### src/rtl/core/pfe_pkg.sv
`default_nettype none

package pfe_pkg;

    typedef logic [4:0] letter_t;
    typedef logic [2:0] coord_t;
    typedef logic [5:0] cellpos_t;
    typedef logic [1:0] op_t;

    localparam op_t OP_KEY   = 2'd0;
    localparam op_t OP_PLAIN = 2'd1;
    localparam op_t OP_END   = 2'd2;

    localparam letter_t LET_I    = 5'd8;
    localparam letter_t LET_J    = 5'd9;
    localparam letter_t LET_X    = 5'd23;
    localparam letter_t LET_LAST = 5'd25;

    localparam coord_t SIDE_LAST = 3'd4;
    localparam coord_t SIDE      = 3'd5;

    typedef struct packed {
        logic capture;
        logic clear;
        logic key_place;
        logic walk_start;
        logic walk_step;
        logic set_ready;
        logic set_pending;
        logic load_pair;
        logic rd_pos_a;
        logic rd_pos_b;
        logic calc;
        logic rd_grid1;
        logic out_load1;
        logic out_load2;
    } pfe_cmd_t;

    typedef struct packed {
        op_t  op;
        logic letter_ok;
        logic ready;
        logic pending;
        logic walk_done;
        logic out_free;
    } pfe_status_t;

    function automatic letter_t cell_index(input coord_t row, input coord_t col);
        letter_t r;
        r = letter_t'({row, 2'b00}) + letter_t'(row) + letter_t'(col);
        return r;
    endfunction

    function automatic coord_t wrap_inc(input coord_t v);
        coord_t r;
        r = (v == SIDE_LAST) ? 3'd0 : v + 3'd1;
        return r;
    endfunction

endpackage

`default_nettype wire

### src/rtl/core/pfe_ctrl.sv
`default_nettype none

module pfe_ctrl
    import pfe_pkg::*;
(
    input  wire logic        clk,
    input  wire logic        rst_n,
    input  wire logic        in_valid,
    output logic             in_stall,
    input  wire pfe_status_t status,
    output pfe_cmd_t         cmd
);

    localparam logic [3:0] S_IDLE   = 4'd0;
    localparam logic [3:0] S_DECODE = 4'd1;
    localparam logic [3:0] S_KEY    = 4'd2;
    localparam logic [3:0] S_FILL   = 4'd3;
    localparam logic [3:0] S_PLAIN  = 4'd4;
    localparam logic [3:0] S_POSA   = 4'd5;
    localparam logic [3:0] S_POSB   = 4'd6;
    localparam logic [3:0] S_CALC   = 4'd7;
    localparam logic [3:0] S_GRID1  = 4'd8;
    localparam logic [3:0] S_OUT1   = 4'd9;
    localparam logic [3:0] S_OUT2   = 4'd10;

    logic [3:0] state_reg;
    logic [3:0] state_next;

    always_ff @(posedge clk or negedge rst_n)
    begin
        if (!rst_n)
        begin
            state_reg <= S_IDLE;
        end
        else
        begin
            state_reg <= state_next;
        end
    end

    assign in_stall = (state_reg != S_IDLE);

    always_comb
    begin
        state_next = state_reg;
        cmd        = '0;
        unique case (state_reg)
            S_IDLE:
            begin
                if (in_valid)
                begin
                    cmd.capture = 1'b1;
                    state_next  = S_DECODE;
                end
            end
            S_DECODE:
            begin
                priority if (status.op == OP_KEY && status.letter_ok)
                begin
                    cmd.clear  = status.ready;
                    state_next = S_KEY;
                end
                else if ((status.op == OP_PLAIN && status.letter_ok) || status.op == OP_END)
                begin
                    cmd.walk_start = !status.ready;
                    state_next     = status.ready ? S_PLAIN : S_FILL;
                end
                else
                begin
                    state_next = S_IDLE;
                end
            end
            S_KEY:
            begin
                cmd.key_place = 1'b1;
                state_next    = S_IDLE;
            end
            S_FILL:
            begin
                cmd.walk_step = 1'b1;
                if (status.walk_done)
                begin
                    cmd.set_ready = 1'b1;
                    state_next    = S_PLAIN;
                end
            end
            S_PLAIN:
            begin
                priority if (status.op == OP_PLAIN && !status.pending)
                begin
                    cmd.set_pending = 1'b1;
                    state_next      = S_IDLE;
                end
                else if (status.pending)
                begin
                    cmd.load_pair = 1'b1;
                    state_next    = S_POSA;
                end
                else
                begin
                    state_next = S_IDLE;
                end
            end
            S_POSA:
            begin
                cmd.rd_pos_a = 1'b1;
                state_next   = S_POSB;
            end
            S_POSB:
            begin
                cmd.rd_pos_b = 1'b1;
                state_next   = S_CALC;
            end
            S_CALC:
            begin
                cmd.calc   = 1'b1;
                state_next = S_GRID1;
            end
            S_GRID1:
            begin
                cmd.rd_grid1 = 1'b1;
                state_next   = S_OUT1;
            end
            S_OUT1:
            begin
                if (status.out_free)
                begin
                    cmd.out_load1 = 1'b1;
                    state_next    = S_OUT2;
                end
            end
            S_OUT2:
            begin
                if (status.out_free)
                begin
                    cmd.out_load2 = 1'b1;
                    state_next    = S_IDLE;
                end
            end
            default:
            begin
                state_next = S_IDLE;
            end
        endcase
    end

endmodule

`default_nettype wire

### src/rtl/core/pfe_datapath.sv
`default_nettype none

module pfe_datapath
    import pfe_pkg::*;
(
    input  wire logic        clk,
    input  wire logic        rst_n,
    input  wire logic [1:0]  op,
    input  wire logic [4:0]  letter,
    input  wire pfe_cmd_t    cmd,
    output pfe_status_t      status,
    output logic [4:0]       cipher_letter,
    output logic             last,
    output logic             out_valid,
    input  wire logic        out_stall
);

    letter_t  grid_mem [0:24];
    cellpos_t pos_mem  [0:25];

    op_t      op_reg;
    letter_t  letter_reg;
    logic [25:0] used_mask_reg;
    coord_t   fill_row_reg;
    coord_t   fill_col_reg;
    logic     ready_reg;
    logic     pending_valid_reg;
    letter_t  pending_letter_reg;
    letter_t  walk_reg;
    letter_t  a_reg;
    letter_t  b_reg;
    cellpos_t pa_reg;
    cellpos_t pos_q_reg;
    letter_t  grid_q_reg;
    cellpos_t cell1_reg;
    cellpos_t cell2_reg;
    logic     out_valid_reg;
    letter_t  cipher_reg;
    logic     last_reg;

    letter_t  in_letter;
    letter_t  place_letter;
    logic     place_req;
    logic     place_en;
    logic     grid_full;
    logic     pending_eq;
    coord_t   r1;
    coord_t   c1;
    coord_t   r2;
    coord_t   c2;
    coord_t   nr1;
    coord_t   nc1;
    coord_t   nr2;
    coord_t   nc2;
    letter_t  grid_addr;

    assign in_letter  = (letter == LET_J) ? LET_I : letter;
    assign grid_full  = (fill_row_reg == SIDE);
    assign pending_eq = (pending_letter_reg == letter_reg);

    assign status.op        = op_reg;
    assign status.letter_ok = (letter_reg <= LET_LAST);
    assign status.ready     = ready_reg;
    assign status.pending   = pending_valid_reg;
    assign status.walk_done = (walk_reg == LET_LAST);
    assign status.out_free  = !out_valid_reg || !out_stall;

    // key letter or the next letter of the alphabet walk
    assign place_letter = cmd.walk_step ? walk_reg : letter_reg;
    assign place_req    = cmd.key_place || (cmd.walk_step && walk_reg != LET_J);
    assign place_en     = place_req && !grid_full && !used_mask_reg[place_letter];

    always_ff @(posedge clk)
    begin
        if (cmd.capture)
        begin
            op_reg     <= op;
            letter_reg <= in_letter;
        end
    end

    always_ff @(posedge clk or negedge rst_n)
    begin
        if (!rst_n)
        begin
            used_mask_reg     <= '0;
            fill_row_reg      <= '0;
            fill_col_reg      <= '0;
            ready_reg         <= 1'b0;
            pending_valid_reg <= 1'b0;
            walk_reg          <= '0;
        end
        else
        begin
            if (cmd.clear)
            begin
                used_mask_reg     <= '0;
                fill_row_reg      <= '0;
                fill_col_reg      <= '0;
                ready_reg         <= 1'b0;
                pending_valid_reg <= 1'b0;
            end
            else
            begin
                if (place_en)
                begin
                    used_mask_reg[place_letter] <= 1'b1;
                    if (fill_col_reg == SIDE_LAST)
                    begin
                        fill_col_reg <= '0;
                        fill_row_reg <= fill_row_reg + 3'd1;
                    end
                    else
                    begin
                        fill_col_reg <= fill_col_reg + 3'd1;
                    end
                end
                if (cmd.set_ready)
                begin
                    ready_reg <= 1'b1;
                end
                if (cmd.set_pending)
                begin
                    pending_valid_reg <= 1'b1;
                end
                else if (cmd.load_pair)
                begin
                    pending_valid_reg <= (op_reg == OP_PLAIN) && pending_eq;
                end
            end
            if (cmd.walk_start)
            begin
                walk_reg <= '0;
            end
            else if (cmd.walk_step)
            begin
                walk_reg <= walk_reg + 5'd1;
            end
        end
    end

    always_ff @(posedge clk)
    begin
        if (cmd.set_pending)
        begin
            pending_letter_reg <= letter_reg;
        end
        if (cmd.load_pair)
        begin
            a_reg <= pending_letter_reg;
            b_reg <= (op_reg == OP_END || pending_eq) ? LET_X : letter_reg;
        end
    end

    // grid and letter position stores
    always_ff @(posedge clk)
    begin
        if (place_en)
        begin
            grid_mem[cell_index(fill_row_reg, fill_col_reg)] <= place_letter;
            pos_mem[place_letter] <= {fill_row_reg, fill_col_reg};
        end
    end

    always_ff @(posedge clk)
    begin
        if (cmd.rd_pos_a)
        begin
            pos_q_reg <= pos_mem[a_reg];
        end
        else if (cmd.rd_pos_b)
        begin
            pos_q_reg <= pos_mem[b_reg];
        end
        if (cmd.rd_pos_b)
        begin
            pa_reg <= pos_q_reg;
        end
    end

    assign r1 = pa_reg[5:3];
    assign c1 = pa_reg[2:0];
    assign r2 = pos_q_reg[5:3];
    assign c2 = pos_q_reg[2:0];

    always_comb
    begin
        nr1 = r1;
        nc1 = c1;
        nr2 = r2;
        nc2 = c2;
        priority if (c1 == c2)
        begin
            nr1 = wrap_inc(r1);
            nr2 = wrap_inc(r2);
        end
        else if (r1 == r2)
        begin
            nc1 = wrap_inc(c1);
            nc2 = wrap_inc(c2);
        end
        else
        begin
            nc1 = c2;
            nc2 = c1;
        end
    end

    always_ff @(posedge clk)
    begin
        if (cmd.calc)
        begin
            cell1_reg <= {nr1, nc1};
            cell2_reg <= {nr2, nc2};
        end
    end

    assign grid_addr = cmd.rd_grid1 ? cell_index(cell1_reg[5:3], cell1_reg[2:0])
                                    : cell_index(cell2_reg[5:3], cell2_reg[2:0]);

    // second cell is read while the first letter moves to the output
    always_ff @(posedge clk)
    begin
        if (cmd.rd_grid1 || cmd.out_load1)
        begin
            grid_q_reg <= grid_mem[grid_addr];
        end
    end

    always_ff @(posedge clk or negedge rst_n)
    begin
        if (!rst_n)
        begin
            out_valid_reg <= 1'b0;
        end
        else
        begin
            if (cmd.out_load1 || cmd.out_load2)
            begin
                out_valid_reg <= 1'b1;
            end
            else if (!out_stall)
            begin
                out_valid_reg <= 1'b0;
            end
        end
    end

    always_ff @(posedge clk)
    begin
        if (cmd.out_load1 || cmd.out_load2)
        begin
            cipher_reg <= grid_q_reg;
            last_reg   <= cmd.out_load2;
        end
    end

    assign cipher_letter = cipher_reg;
    assign last          = last_reg;
    assign out_valid     = out_valid_reg;

endmodule

`default_nettype wire

### src/rtl/core/playfair_encrypt.sv
// channel   direction  handshake            fields
// in        input      in_valid / in_stall   op, letter
// out       output     out_valid / out_stall cipher_letter, last
//
// key letter: decoded, then placed; plaintext letter awaiting its partner: decoded, then held
// a completed pair: decode, pair load, both position reads, cell calc and first grid read, then
// each result loads once the output is free; position and grid store reads are single-port
// the first plaintext or end item on a new grid is preceded by the alphabet walk
// reset clears all control state; the grid stores need no clearing pass
// results sit in an output register, so the next item is taken while one waits

`default_nettype none

module playfair_encrypt
    import pfe_pkg::*;
(
    input  wire logic        clk,
    input  wire logic        rst_n,
    input  wire logic        in_valid,
    output logic             in_stall,
    input  wire logic [1:0]  op,
    input  wire logic [4:0]  letter,
    output logic             out_valid,
    input  wire logic        out_stall,
    output logic [4:0]       cipher_letter,
    output logic             last
);

    pfe_cmd_t    cmd;
    pfe_status_t status;

    pfe_ctrl u_ctrl (
        .clk      (clk),
        .rst_n    (rst_n),
        .in_valid (in_valid),
        .in_stall (in_stall),
        .status   (status),
        .cmd      (cmd)
    );

    pfe_datapath u_datapath (
        .clk           (clk),
        .rst_n         (rst_n),
        .op            (op),
        .letter        (letter),
        .cmd           (cmd),
        .status        (status),
        .cipher_letter (cipher_letter),
        .last          (last),
        .out_valid     (out_valid),
        .out_stall     (out_stall)
    );

    a_load1_free: assert property (@(posedge clk) disable iff (!rst_n)
        cmd.out_load1 |-> status.out_free)
        else $error("first letter loaded over a waiting item");

    a_load2_free: assert property (@(posedge clk) disable iff (!rst_n)
        cmd.out_load2 |-> status.out_free)
        else $error("second letter loaded over a waiting item");

    a_lookup_ready: assert property (@(posedge clk) disable iff (!rst_n)
        cmd.rd_pos_a |-> status.ready)
        else $error("position lookup before grid complete");

    a_accept_busy: assert property (@(posedge clk) disable iff (!rst_n)
        (in_valid && !in_stall) |=> in_stall)
        else $error("second item accepted before decode");

endmodule

`default_nettype wire

### config.mk
export PLATFORM = sky130hd
export DESIGN_NAME = playfair_encrypt
export DESIGN_NICKNAME = d
export VERILOG_FILES = /design/src/rtl/core/pfe_pkg.sv /design/src/rtl/core/pfe_ctrl.sv /design/src/rtl/core/pfe_datapath.sv /design/src/rtl/core/playfair_encrypt.sv
export SDC_FILE = /design/constraint.sdc
export NUM_CORES = 1
export LEC_CHECK = 0
export ABC_CLOCK_PERIOD_IN_PS = 4700
export BUFFER_PORTS_ARGS = -buffer_cell sky130_fd_sc_hd__buf_2
export CAP_MARGIN = 5
export CORE_UTILIZATION = 55
export DETAILED_ROUTE_END_ITERATION = 16
export PLACE_DENSITY = 0.71
export SLEW_MARGIN = 25
export SYNTH_ARGS = -nofsm -noshare
export SYNTH_HDL_FRONTEND = slang
export SYNTH_SLANG_ARGS = --single-unit
export TNS_END_PERCENT = 1
### constraint.sdc
create_clock -name clk -period 4.7 [get_ports clk]
set_clock_uncertainty 0.15 [all_clocks]
set_input_delay 0.235 -clock clk [delete_from_list [all_inputs] [get_ports clk]]
set_output_delay 0.235 -clock clk [all_outputs]
set_load 0.005 [all_outputs]
Yosys cells after proc, flatten, opt, wreduce, memory -nomap -nowiden
Memories as Yosys holds them, arrays and structs flattened. A register that Yosys moved wholly into a read port is not among the register bits.
Index checks and enable logic that the tools add are counted.
{"block": "totals", "reg_bits": 96, "mem_bits_rw": 281, "in_bits": 11, "output_inout_bits": 8, "wordCells": 169, "memories": 2}
{"memory": "u_datapath.pos_mem", "words": 26, "word_bits": 6, "read_ports": 2, "rd_ports_with_merged_regs": 2, "wr": 1, "line": "pfe_datapath.sv:19", "rtl": "cellpos_t pos_mem [0:25];"}
{"memory": "u_datapath.grid_mem", "words": 25, "word_bits": 5, "read_ports": 1, "rd_ports_with_merged_regs": 1, "wr": 1, "line": "pfe_datapath.sv:18", "rtl": "letter_t grid_mem [0:24];"}
{"block": "classes", "add_sub_neg": 13, "n_lt_le_gt_ge": 3, "n_eq_ne": 29, "muxes": 71, "n_bitwise": 1, "n_reduce_logical": 31}
{"op": "$mux W3", "n": 19}
{"op": "$mux W26", "n": 2}
{"op": "$pmux W4 S10", "n": 1}
{"op": "$mux W5", "n": 7}
{"op": "$add A5 B3 Y5", "n": 6}
{"op": "$mux W1", "n": 30}
{"op": "$or A26 B26 Y26", "n": 1}
{"op": "$mux W4", "n": 6}
{"op": "$add A3 B1 Y3 const B", "n": 6}
{"op": "$eq A3 B3 Y1 const B", "n": 6}
{"op": "$eq A4 B3 Y1 const B", "n": 4}
{"op": "$eq A4 B4 Y1 const B", "n": 3}
{"op": "$mux W6", "n": 2}
{"op": "$reduce_bool A2 Y1", "n": 5}
{"op": "$eq A4 B2 Y1 const B", "n": 2}
{"op": "$logic_and A1 B1 Y1", "n": 8}
{"op": "$ne A2 B2 Y1 const B", "n": 4}
{"op": "$eq A3 B3 Y1", "n": 2}
{"op": "$logic_not A1 Y1", "n": 6}
{"op": "$logic_or A1 B1 Y1", "n": 6}
{"op": "$lt A5 B6 Y1 const B", "n": 1}
{"op": "$add A5 B1 Y5 const B", "n": 1}
{"op": "$bmux W1 S5", "n": 1}
{"op": "$demux W1 S5", "n": 1}
{"op": "17 further kinds", "n": 18}

Depth between registers and ports, before layout
Gate-level depths: netlist of run 1.
{"block": "logic_depth", "ltp_word": 11, "ltp_mapped": 13, "depth_no_buf": 10}

Hierarchy
Synthesis of run 1 repeated with hierarchy kept, for this count alone.
{"block": "hier_totals", "cells_unflattened": 1408, "hier_area_um2": 19528.7}
{"module": "pfe_datapath", "instances": 1, "cells_each": 1340, "area_per_inst_um2": 19007.0, "seq_area_each_um2": 11350.9}
{"module": "pfe_ctrl", "instances": 1, "cells_each": 68, "area_per_inst_um2": 521.8, "seq_area_each_um2": 100.1}

Worst setup path before layout of run 1
Ideal clock, no wire load.
{"block": "synth_timing", "path_kind": "reg-to-reg", "from": "register u_ctrl.state_reg[2]", "to": "memory u_datapath.grid_mem[10][0] (netlist name) (enable)", "arrival_time_ns": 3.374, "required_ns": 4.166, "slack_ns": 0.792, "stages_incl_launch_ff": 12, "synth_period_minus_slack_ns": 3.908, "cell_sequence": "dfrtp_1 nor4bb_1 buf_2 mux2i_4 inv_2 mux4_2 nor2b_1 nor3_1 nand3_1 buf_2 clkbuf_1 nor4b_1"}
{"block": "synth_via", "elab_chain_cells": 9, "elab_cells_between_ends": 14}
{"item": "start, declared", "line": "pfe_ctrl.sv:26", "rtl": "logic [3:0] state_reg;"}
{"item": "start signal, assigned", "line": "pfe_ctrl.sv:37", "rtl": "state_reg <= state_next;"}
{"item": "$eq A4 B2 Y1", "line": "pfe_ctrl.sv:47", "rtl": "unique case (state_reg)"}
{"item": "$mux W2", "line": "pfe_ctrl.sv:47"}
{"item": "$mux W5", "line": "pfe_datapath.sv:69", "rtl": "assign place_letter = cmd.walk_step ? walk_reg : letter_reg;"}
{"item": "named net u_datapath.place_letter[0]", "line": "pfe_datapath.sv:42", "rtl": "letter_t place_letter;"}
{"item": "$bmux W1 S5", "line": "pfe_datapath.sv:71", "rtl": "assign place_en = place_req && !grid_full && !used_mask_reg[place_letter];"}
{"item": "$mux W1 (implied by the code)", "line": "pfe_datapath.sv:71"}
{"item": "$logic_not A1 Y1", "line": "pfe_datapath.sv:71"}
{"item": "$logic_and A1 B1 Y1", "line": "pfe_datapath.sv:71"}
{"item": "$mux W1", "line": "pfe_datapath.sv:158", "rtl": "if (place_en)"}
{"item": "$mux W1 (implied by the code)", "line": "pfe_datapath.sv:160", "rtl": "grid_mem[cell_index(fill_row_reg, fill_col_reg)] <= place_letter;"}
{"item": "end, declared", "line": "pfe_datapath.sv:18"}
The timed path passes the listed nets, and every way through them passes these cells. The select of a mux whose other input is x is not followed.

Worst setup path in the final report of run 1
{"block": "layout_timing", "from": "register u_ctrl.state_reg[3]", "to": "memory u_datapath.pos_mem[5][5] (netlist name) (enable)"}
{"block": "layout_via", "elab_chain_cells": 9, "elab_cells_between_ends": 14}
{"item": "$eq A4 B2 Y1 (*)", "line": "pfe_ctrl.sv:47"}
{"item": "$mux W2 (*)", "line": "pfe_ctrl.sv:47"}
{"item": "$mux W5 (*)", "line": "pfe_datapath.sv:69"}
{"item": "named net u_datapath.place_letter[4]", "line": "pfe_datapath.sv:42"}
{"item": "$bmux W1 S5", "line": "pfe_datapath.sv:71"}
{"item": "$mux W1 (implied by the code)", "line": "pfe_datapath.sv:71"}
{"item": "$logic_not A1 Y1", "line": "pfe_datapath.sv:71"}
{"item": "$logic_and A1 B1 Y1", "line": "pfe_datapath.sv:71"}
{"item": "$mux W1", "line": "pfe_datapath.sv:158"}
{"item": "$mux W1 (implied by the code)", "line": "pfe_datapath.sv:161", "rtl": "pos_mem[place_letter] <= {fill_row_reg, fill_col_reg};"}
{"item": "end, declared", "line": "pfe_datapath.sv:19"}
Mark *: on every way through the listed nets, which the timed path passes. The rest lies on a longest branch. The select of a mux whose other input is x is not followed.

==> results.toml, run 1 <==
[run_status]
status = "finished clean"

[layout]
layout.nets = 1230
largest_reg_flops = 156
area_growth_pct = 12.4
utilization_pct = 63.3
n_antenna_cell = 0
layout-drive-gt1-share_pct = 22.9

[synth]
yosysSeqAreaShare_pct = 64.0
yosysUniqueCellTypes = 57
synthTopCellsByArea = "edfxtp_1 57%, mux4_2 15%, dfrtp_1 6.2%, mux2i_1 2.6%, ha_1 2.0%"
synth_area_sq_mm = 0.0179
syn-instance-count = 1123
synth_nets = 1169
synth_seq_cells = 392
synth_top_area_cell = "edfxtp_1"
ys_warn_count = 0
synth_edf_count = 338
avgSynthCellArea_sq_um = 15.9
synthFlopType = "edfxtp_1"
synth_top_area_share_pct = 56.7
ys_async_sr_fraction_pct = 11.2

[sta]
finalCritPeriodShare_pct = 92.1
timing.final.ws_setup_ns = 0.371
hold_viol = 0
rsz0062_at_grt = "false"
setup_violations = 0
finalSetupTns_ns = 0
max_freq_mhz = 231
worst_slew_pin_slew_ns = 0.929
min_period_ns = 4.33
drv_slew = 0
slew_headroom_pct = 36.7

[drt]
routed_wl_microns = 38400
ant_nets = 0
vias_per_cell = 6.07
drt_first_iter_violations = 770
wl_per_cell_microns = 23.3
via_count = 9997
drtPass1Iterations = 5
drc = 0

[critical_path]
critPathMaxStageDelay_ns = 0.69
cp_cell_sequence = "nor4bb_4, buf_4, mux2i_1, inv_1, nand3_1, nor2b_1, nor3_1, nand3_1, or3_1, nor2_1"
path_class = "flip-flop to flip-flop"
arrival_ns = 4.32
cp_slowest_cell = "or3_1"
cpMostUsedCell = "nand3_1"
end_kind = "flip-flop"
start_kind = "flip-flop"
path_max_fanout = 20
required_ns = 4.69

[clocking]
cts_buffer_depth = 3
clk_pin_slew_ns = 0.06
cts_made_buffers = 41
cts_setup_buffers = 0
clock_sink_count = 392
ctsResizeCount = 0
insertion_delay_ns = 0.52
cts-root-buf = "clkbuf_16"
htree_num_levels = 2
cts_tree = "yes"
cts_hold_buf = 9

[global_route]
grt_use_total_pct = 24.2
grt_pass1_vias = 10200
grt_pass1_wl_microns = 60200
antenna_found_initial = 1
grt_overflow = 0
grt_max_degree = 45

[floorplanning]
die_w_microns = 182
start_util_pct = 56.3
ioPinCount = 19
dieArea_sq_mm = 0.0333
rows = 65
design.core.area_sq_mm = 0.0318
chipHeight_microns = 182

[flow_run]
max_cap_viol_count = 0

[pwr]
power_density_mw_per_mm2 = 502
peakVddDrop_mv = 0.360
leakagePower_nw = 7.03
totalPowerFinal_w = 0.0101

[placed_design]
io_buffers = 18
place_ws_ns = 0.416
hpwlAfterDp_microns = 25500
gp_congestion = 0.848

[hold_path]
hold_path.class = "input pin to flip-flop"
[through the flow]
stage          cells  hold WS (ns)  cell area, sq um
6_report        1648         0.126             20100
5_1_grt         1648         0.145             20100
4_1_cts         1648         0.106             20100
3_5_place_dp    1567         0.264             18800
3_3_place_gp    1567         0.255             18800
2_1_floorplan   1123        -0.211             17900
[per-layer routing]
layer  routed length, microns  up-vias  global-route usage (%)
met5                       13        -                       0
met4                     1360        2                    9.48
met3                     2460       85                    3.89
met2                    18400      384                    38.9
met1                    16200     5001                    33.6
li1                         -     4525                       -
[placed cells by master, fill, tap and decap left out, types with 4 or more instances in the layout]
cell,instances
mux2i_1,44
clkinv_1,4
nand2b_1,11
mux2_2,14
nand3_1,12
nor2b_1,20
buf_4,60
and3_1,5
nor3b_1,4
o21a_1,4
mux2i_4,4
fa_1,6
buf_2,17
ha_1,29
nor2_1,50
clkbuf_1,10
clkbuf_16,42
dlygate4sd3_1,9
dfrtp_1,44
nand2_1,93
xnor2_1,12
a21o_1,7
nor4b_1,7
nor4_1,14
xor2_1,12
mux4_2,116
a21oi_1,27
nor3_1,17
dfxtp_1,8
inv_1,27
edfxtp_1,338
o22a_1,6
o21ai_0,56
a211oi_1,17
o21ai_1,8
clkinv_2,8
[logic make-up (layout without fill, tap and decap cells)]
kind of cell	count (synthesis)	count (layout)	share of synthesized area (%)
AO/OA/AOI/OAI	142	142	4.78
buffers and inverters	97	187	2.06
XOR/XNOR	24	24	1.17
adder cells (fa/ha/maj)	35	35	2.70
AND/OR/NAND/NOR	255	255	6.99
multiplexers	178	178	18.3
flip-flops	392	392	64.0
[worst paths after layout]
check / cells past startpoint / startpoint / endpoint / slack, ns
worst max-delay path: 10 / u_ctrl.state_reg[3] / u_datapath.pos_mem[5][5] / 0.37
worst min-delay path: 2 / in_valid / u_datapath.letter_reg[4] / 0.13
worst max register to register: 10 / u_ctrl.state_reg[3] / u_datapath.pos_mem[5][5] / 0.37
worst min register to register: 0 / u_datapath.grid_q_reg[4] / u_datapath.cipher_letter[4] / 0.27
max in group asynchronous: 2 / rst_n / u_datapath.fill_col_reg[1] / 3.86
min in group asynchronous: 2 / rst_n / u_datapath.used_mask_reg[17] / 0.14
[final cells by class]
| cell class | instances | area [sq um] |
|---|---|---|
| fillers | 2246 | 11700 |
| flip-flops and latches | 392 | 11500 |
| multi-input cells | 634 | 6120 |
| clock buffers | 54 | 1120 |
| repair buffers | 86 | 626 |
| well taps | 435 | 544 |
| clock inverters | 18 | 150 |
| inverters | 29 | 109 |
[critical path: cells and delay by family (launching register included)]
kind          cells  cell delay, ns
flops             1            0.50
simple gates      7            2.37
mux               1            0.47
buf+inv           2            0.46
[where the power goes]
| group | leakage (nW) | total (W) | internal (W) | switching, W |
|---|---|---|---|---|
| Sequential | 3.73 | 0.00468 | 0.00443 | 0.000257 |
| Clock | 0.627 | 0.00306 | 0.00179 | 0.00127 |
| Combinational | 2.66 | 0.00235 | 0.000861 | 0.00149 |
| Total | 7.03 | 0.0101 | 0.00707 | 0.00302 |
[Yosys cell counts (3+ instances only)]
cell type	count
buf_2	4
nand3_1	12
nor4_1	14
clkbuf_1	44
o21a_1	4
a211oi_1	17
nor3_1	17
or3_1	3
fa_1	6
o21ai_0	57
edfxtp_1	338
xor2_1	12
nor2b_1	20
mux2_2	14
o22a_1	6
nor2_1	50
nand2b_1	11
dfrtp_1	44
mux4_2	116
o21ai_1	8
buf_1	20
nand2_1	93
ha_1	29
nor4b_1	7
a21o_1	7
and2_1	3
and3_1	5
nand3b_1	3
nor3b_1	4
nand4_1	3
and3b_1	3
inv_1	27
a21oi_1	27
mux2i_1	46
dfxtp_1	10
xnor2_1	12
No activity file was read; power rests on OpenSTA's default activity.
==> inputs of run 2 (changes only) <==
ABC_AREA = 1   (was default)
CORE_MARGIN = 2   (was default)
==> run 2 against run 1 <==
Net effect: largest cell class unchanged; clock-buffer cell count fell by 2; fmax rose by 3.1%; largest power group unchanged; combinational power fell by 17%; area after synthesis rose by 4.7%; sequential power fell by 6.4%; highest routed layer is now met4; first-iteration DRC count rose by 110%; flip-flop and latch count did not move; non-clock buffer count fell by 26; power fell by 5.5%.
==> results.toml, run 2 <==
[global_route]
antenna_found_initial = 0
grt_pass1_vias = 13100
grt_pass1_wl_microns = 72700
grt_max_degree = 73
grt_overflow = 0
grt_use_total_pct = 26.2

[synth]
yosysSeqAreaShare_pct = 61.1
synth_edf_count = 338
synthTopCellsByArea = "edfxtp_1 54%, nand2_1 6.7%, dfrtp_1 5.9%, o21ai_0 5.5%, nor2_1 4.6%"
yosysMostFrequentCell = "edfxtp_1"
synth_area_sq_mm = 0.0187
synth_xor_area_share_pct = 0.889
synth_seq_cells = 392
synth-compound-area-share_pct = 13.8
synth_top_area_cell = "edfxtp_1"
synthFlopType = "edfxtp_1"
synth-simple-area-share_pct = 15.9
avgSynthCellArea_sq_um = 10.2
syn-instance-count = 1830
ys_warn_count = 0
synthMuxAreaShare_pct = 1.18
synth_top_family_by_area = "simple AND/OR/NAND/NOR gates"
synth_top_area_share_pct = 54.2
yosys-top-cells-count = "338 x edfxtp_1, 335 x nand2_1, 229 x nor2_1"
synth_nets = 1876
ys_async_sr_fraction_pct = 11.2
yosysUniqueCellTypes = 48
synthAdderAreaFrac_pct = 2.58

[clocking]
cts-root-buf = "clkbuf_16"
cts_setup_buffers = 0
clk_pin_slew_ns = 0.06
cts_hold_buf = 9
cts_buffer_depth = 3
cts_tree = "yes"
ctsResizeCount = 0
insertion_delay_ns = 0.54
htree_num_levels = 2
cts_made_buffers = 40
clock_sink_count = 392

[pwr]
pwr-share-seq_pct = 45.9
pwr-share-comb_pct = 20.3
sw_frac_of_total_pct = 30.3
p_clk_share_pct = 33.8
power_switching_w = 0.00289
totalPowerFinal_w = 0.00953
intPower_w = 0.00664
peakVddDrop_mv = 0.379
leakagePower_nw = 7.73
power_density_mw_per_mm2 = 461

[critical_path]
required_ns = 4.71
end_kind = "flip-flop"
r2r_slack_ns = 0.50
arrival_ns = 4.21
r2r-end = "u_datapath.pos_mem[11][5]"
path_class = "flip-flop to flip-flop"
timing.rr.start = "u_ctrl.state_reg[2]"
path_max_fanout = 37
crit_start = "u_ctrl.state_reg[2]"
start_kind = "flip-flop"
reg2regPathDepth = 15

[floorplanning]
rows = 67
ioPinCount = 19
design.core.area_sq_mm = 0.0335
start_util_pct = 55.9
die_w_microns = 189
dieArea_sq_mm = 0.0355
chipHeight_microns = 189

[drt]
drc = 0
drtPass1Iterations = 6
drt_first_iter_violations = 1652
vias_per_cell = 6.05
routed_wl_microns = 46800
wl_per_cell_microns = 20.3
via_count = 14000
ant_nets = 0

[sta]
max_freq_mhz = 238
holdWs_ns = 0.00846
drv_slew = 0
worst_slew_pin_slew_ns = 1.04
min_period_ns = 4.20
setup_violations = 0
finalSetupTns_ns = 0
finalCritPeriodShare_pct = 89.4
hold_viol = 0
slew_headroom_pct = 30.9
rsz0062_at_grt = "false"

[hold_path]
hold_path.class = "input pin to flip-flop"
worstHoldStart = "in_valid"
min_to = "u_ctrl.state_reg[3]"
min_path_cells = 5

[layout]
area_growth_pct = 10.4
largest_reg_flops = 156
final_cells = 2311
final_common_cell = "edfxtp_1"
mostFrequentLayoutCells = "338 x edfxtp_1, 334 x nand2_1, 229 x nor2_1"
n_antenna_cell = 0
layout-drive-gt1-share_pct = 8.21
layout.nets = 1877

[placed_design]
hpwlAfterDp_microns = 30700
io_buffers = 18
numPlacedInstances = 2228
gp_congestion = 0.891

[run_status]
status = "finished clean"

[flow_run]
max_cap_viol_count = 0
## run 2: cell count changes in the layout (fill, tap and decap cells not counted), sizes merged, moves of 28 or more
cell,change
inv,+78
mux4,-116
nand2,+247
nand3,+117
nor2,+182
o211ai,+56
o21ai,+147
o21bai,+28
o22ai,+38
## run 2: worst max-delay path: stages, from the launching register on
cell and delay (ns):
dfrtp_1 0.44, nor2_4 0.18, nand2_4 0.16, nand2_2 0.28, nand2_1 0.53, nand2_1 0.20, nand2_1 0.07, nand2_1 0.06
nand2_1 0.05, nand2_1 0.05, nand2_1 0.06, nor2_2 0.14, nand2_4 0.07, inv_4 0.29, nand3_1 0.52, nor2_1 0.57
## run 2: logic make-up after synthesis
family,count (synthesis)
compound gates,424
mux,22
fa+ha+maj,35
simple gates,725
flops,392
buf+inv,213
xor+xnor,19
## run 2: worst max path at each step
stage / endpoint / depth (start not counted)
floorplan: u_datapath.grid_mem[1][0] / 9
global placement: u_datapath.pos_mem[15][3] / 15
detailed placement: u_datapath.pos_mem[11][4] / 15
CTS: u_datapath.pos_mem[23][3] / 15
global route: u_datapath.pos_mem[11][5] / 15
finish: u_datapath.pos_mem[11][5] / 15
## run 2: layer usage
layer	part of all wire, %	GRT usage (%)
met5	0	0
met4	2.9	7.36
met3	8.0	3.84
met2	47	43.3
met1	42	36.5
## run 2: metrics by stage
step,worst slack (ns),utilization [%],area (sq um)
2_1_floorplan,1.52,-,18700
3_3_place_gp,0.655,57.3,19200
3_5_place_dp,0.517,57.3,19200
4_1_cts,0.502,61.6,20700
5_1_grt,0.201,61.7,20700
6_report,0.500,61.7,20700
## run 2: cell type report
type | count | area (sq um)
fillers | 2698 | 12800
clock buffers | 52 | 1100
clock inverters | 22 | 262
multi-input cells | 1225 | 6460
well taps | 448 | 561
repair buffers | 60 | 428
flip-flops and latches | 392 | 11500
inverters | 112 | 424
## run 2: power groups by stage
stage	clock network [W]	registers, W	logic (W)
6_report	0.00322	0.00438	0.00194
5_1_grt	0.00341	0.00440	0.00216
4_1_cts	0.00325	0.00437	0.00192
3_5_place_dp	0	0.00444	0.00190
3_3_place_gp	0	0.00444	0.00188
2_1_floorplan	0	0.00438	0.00132
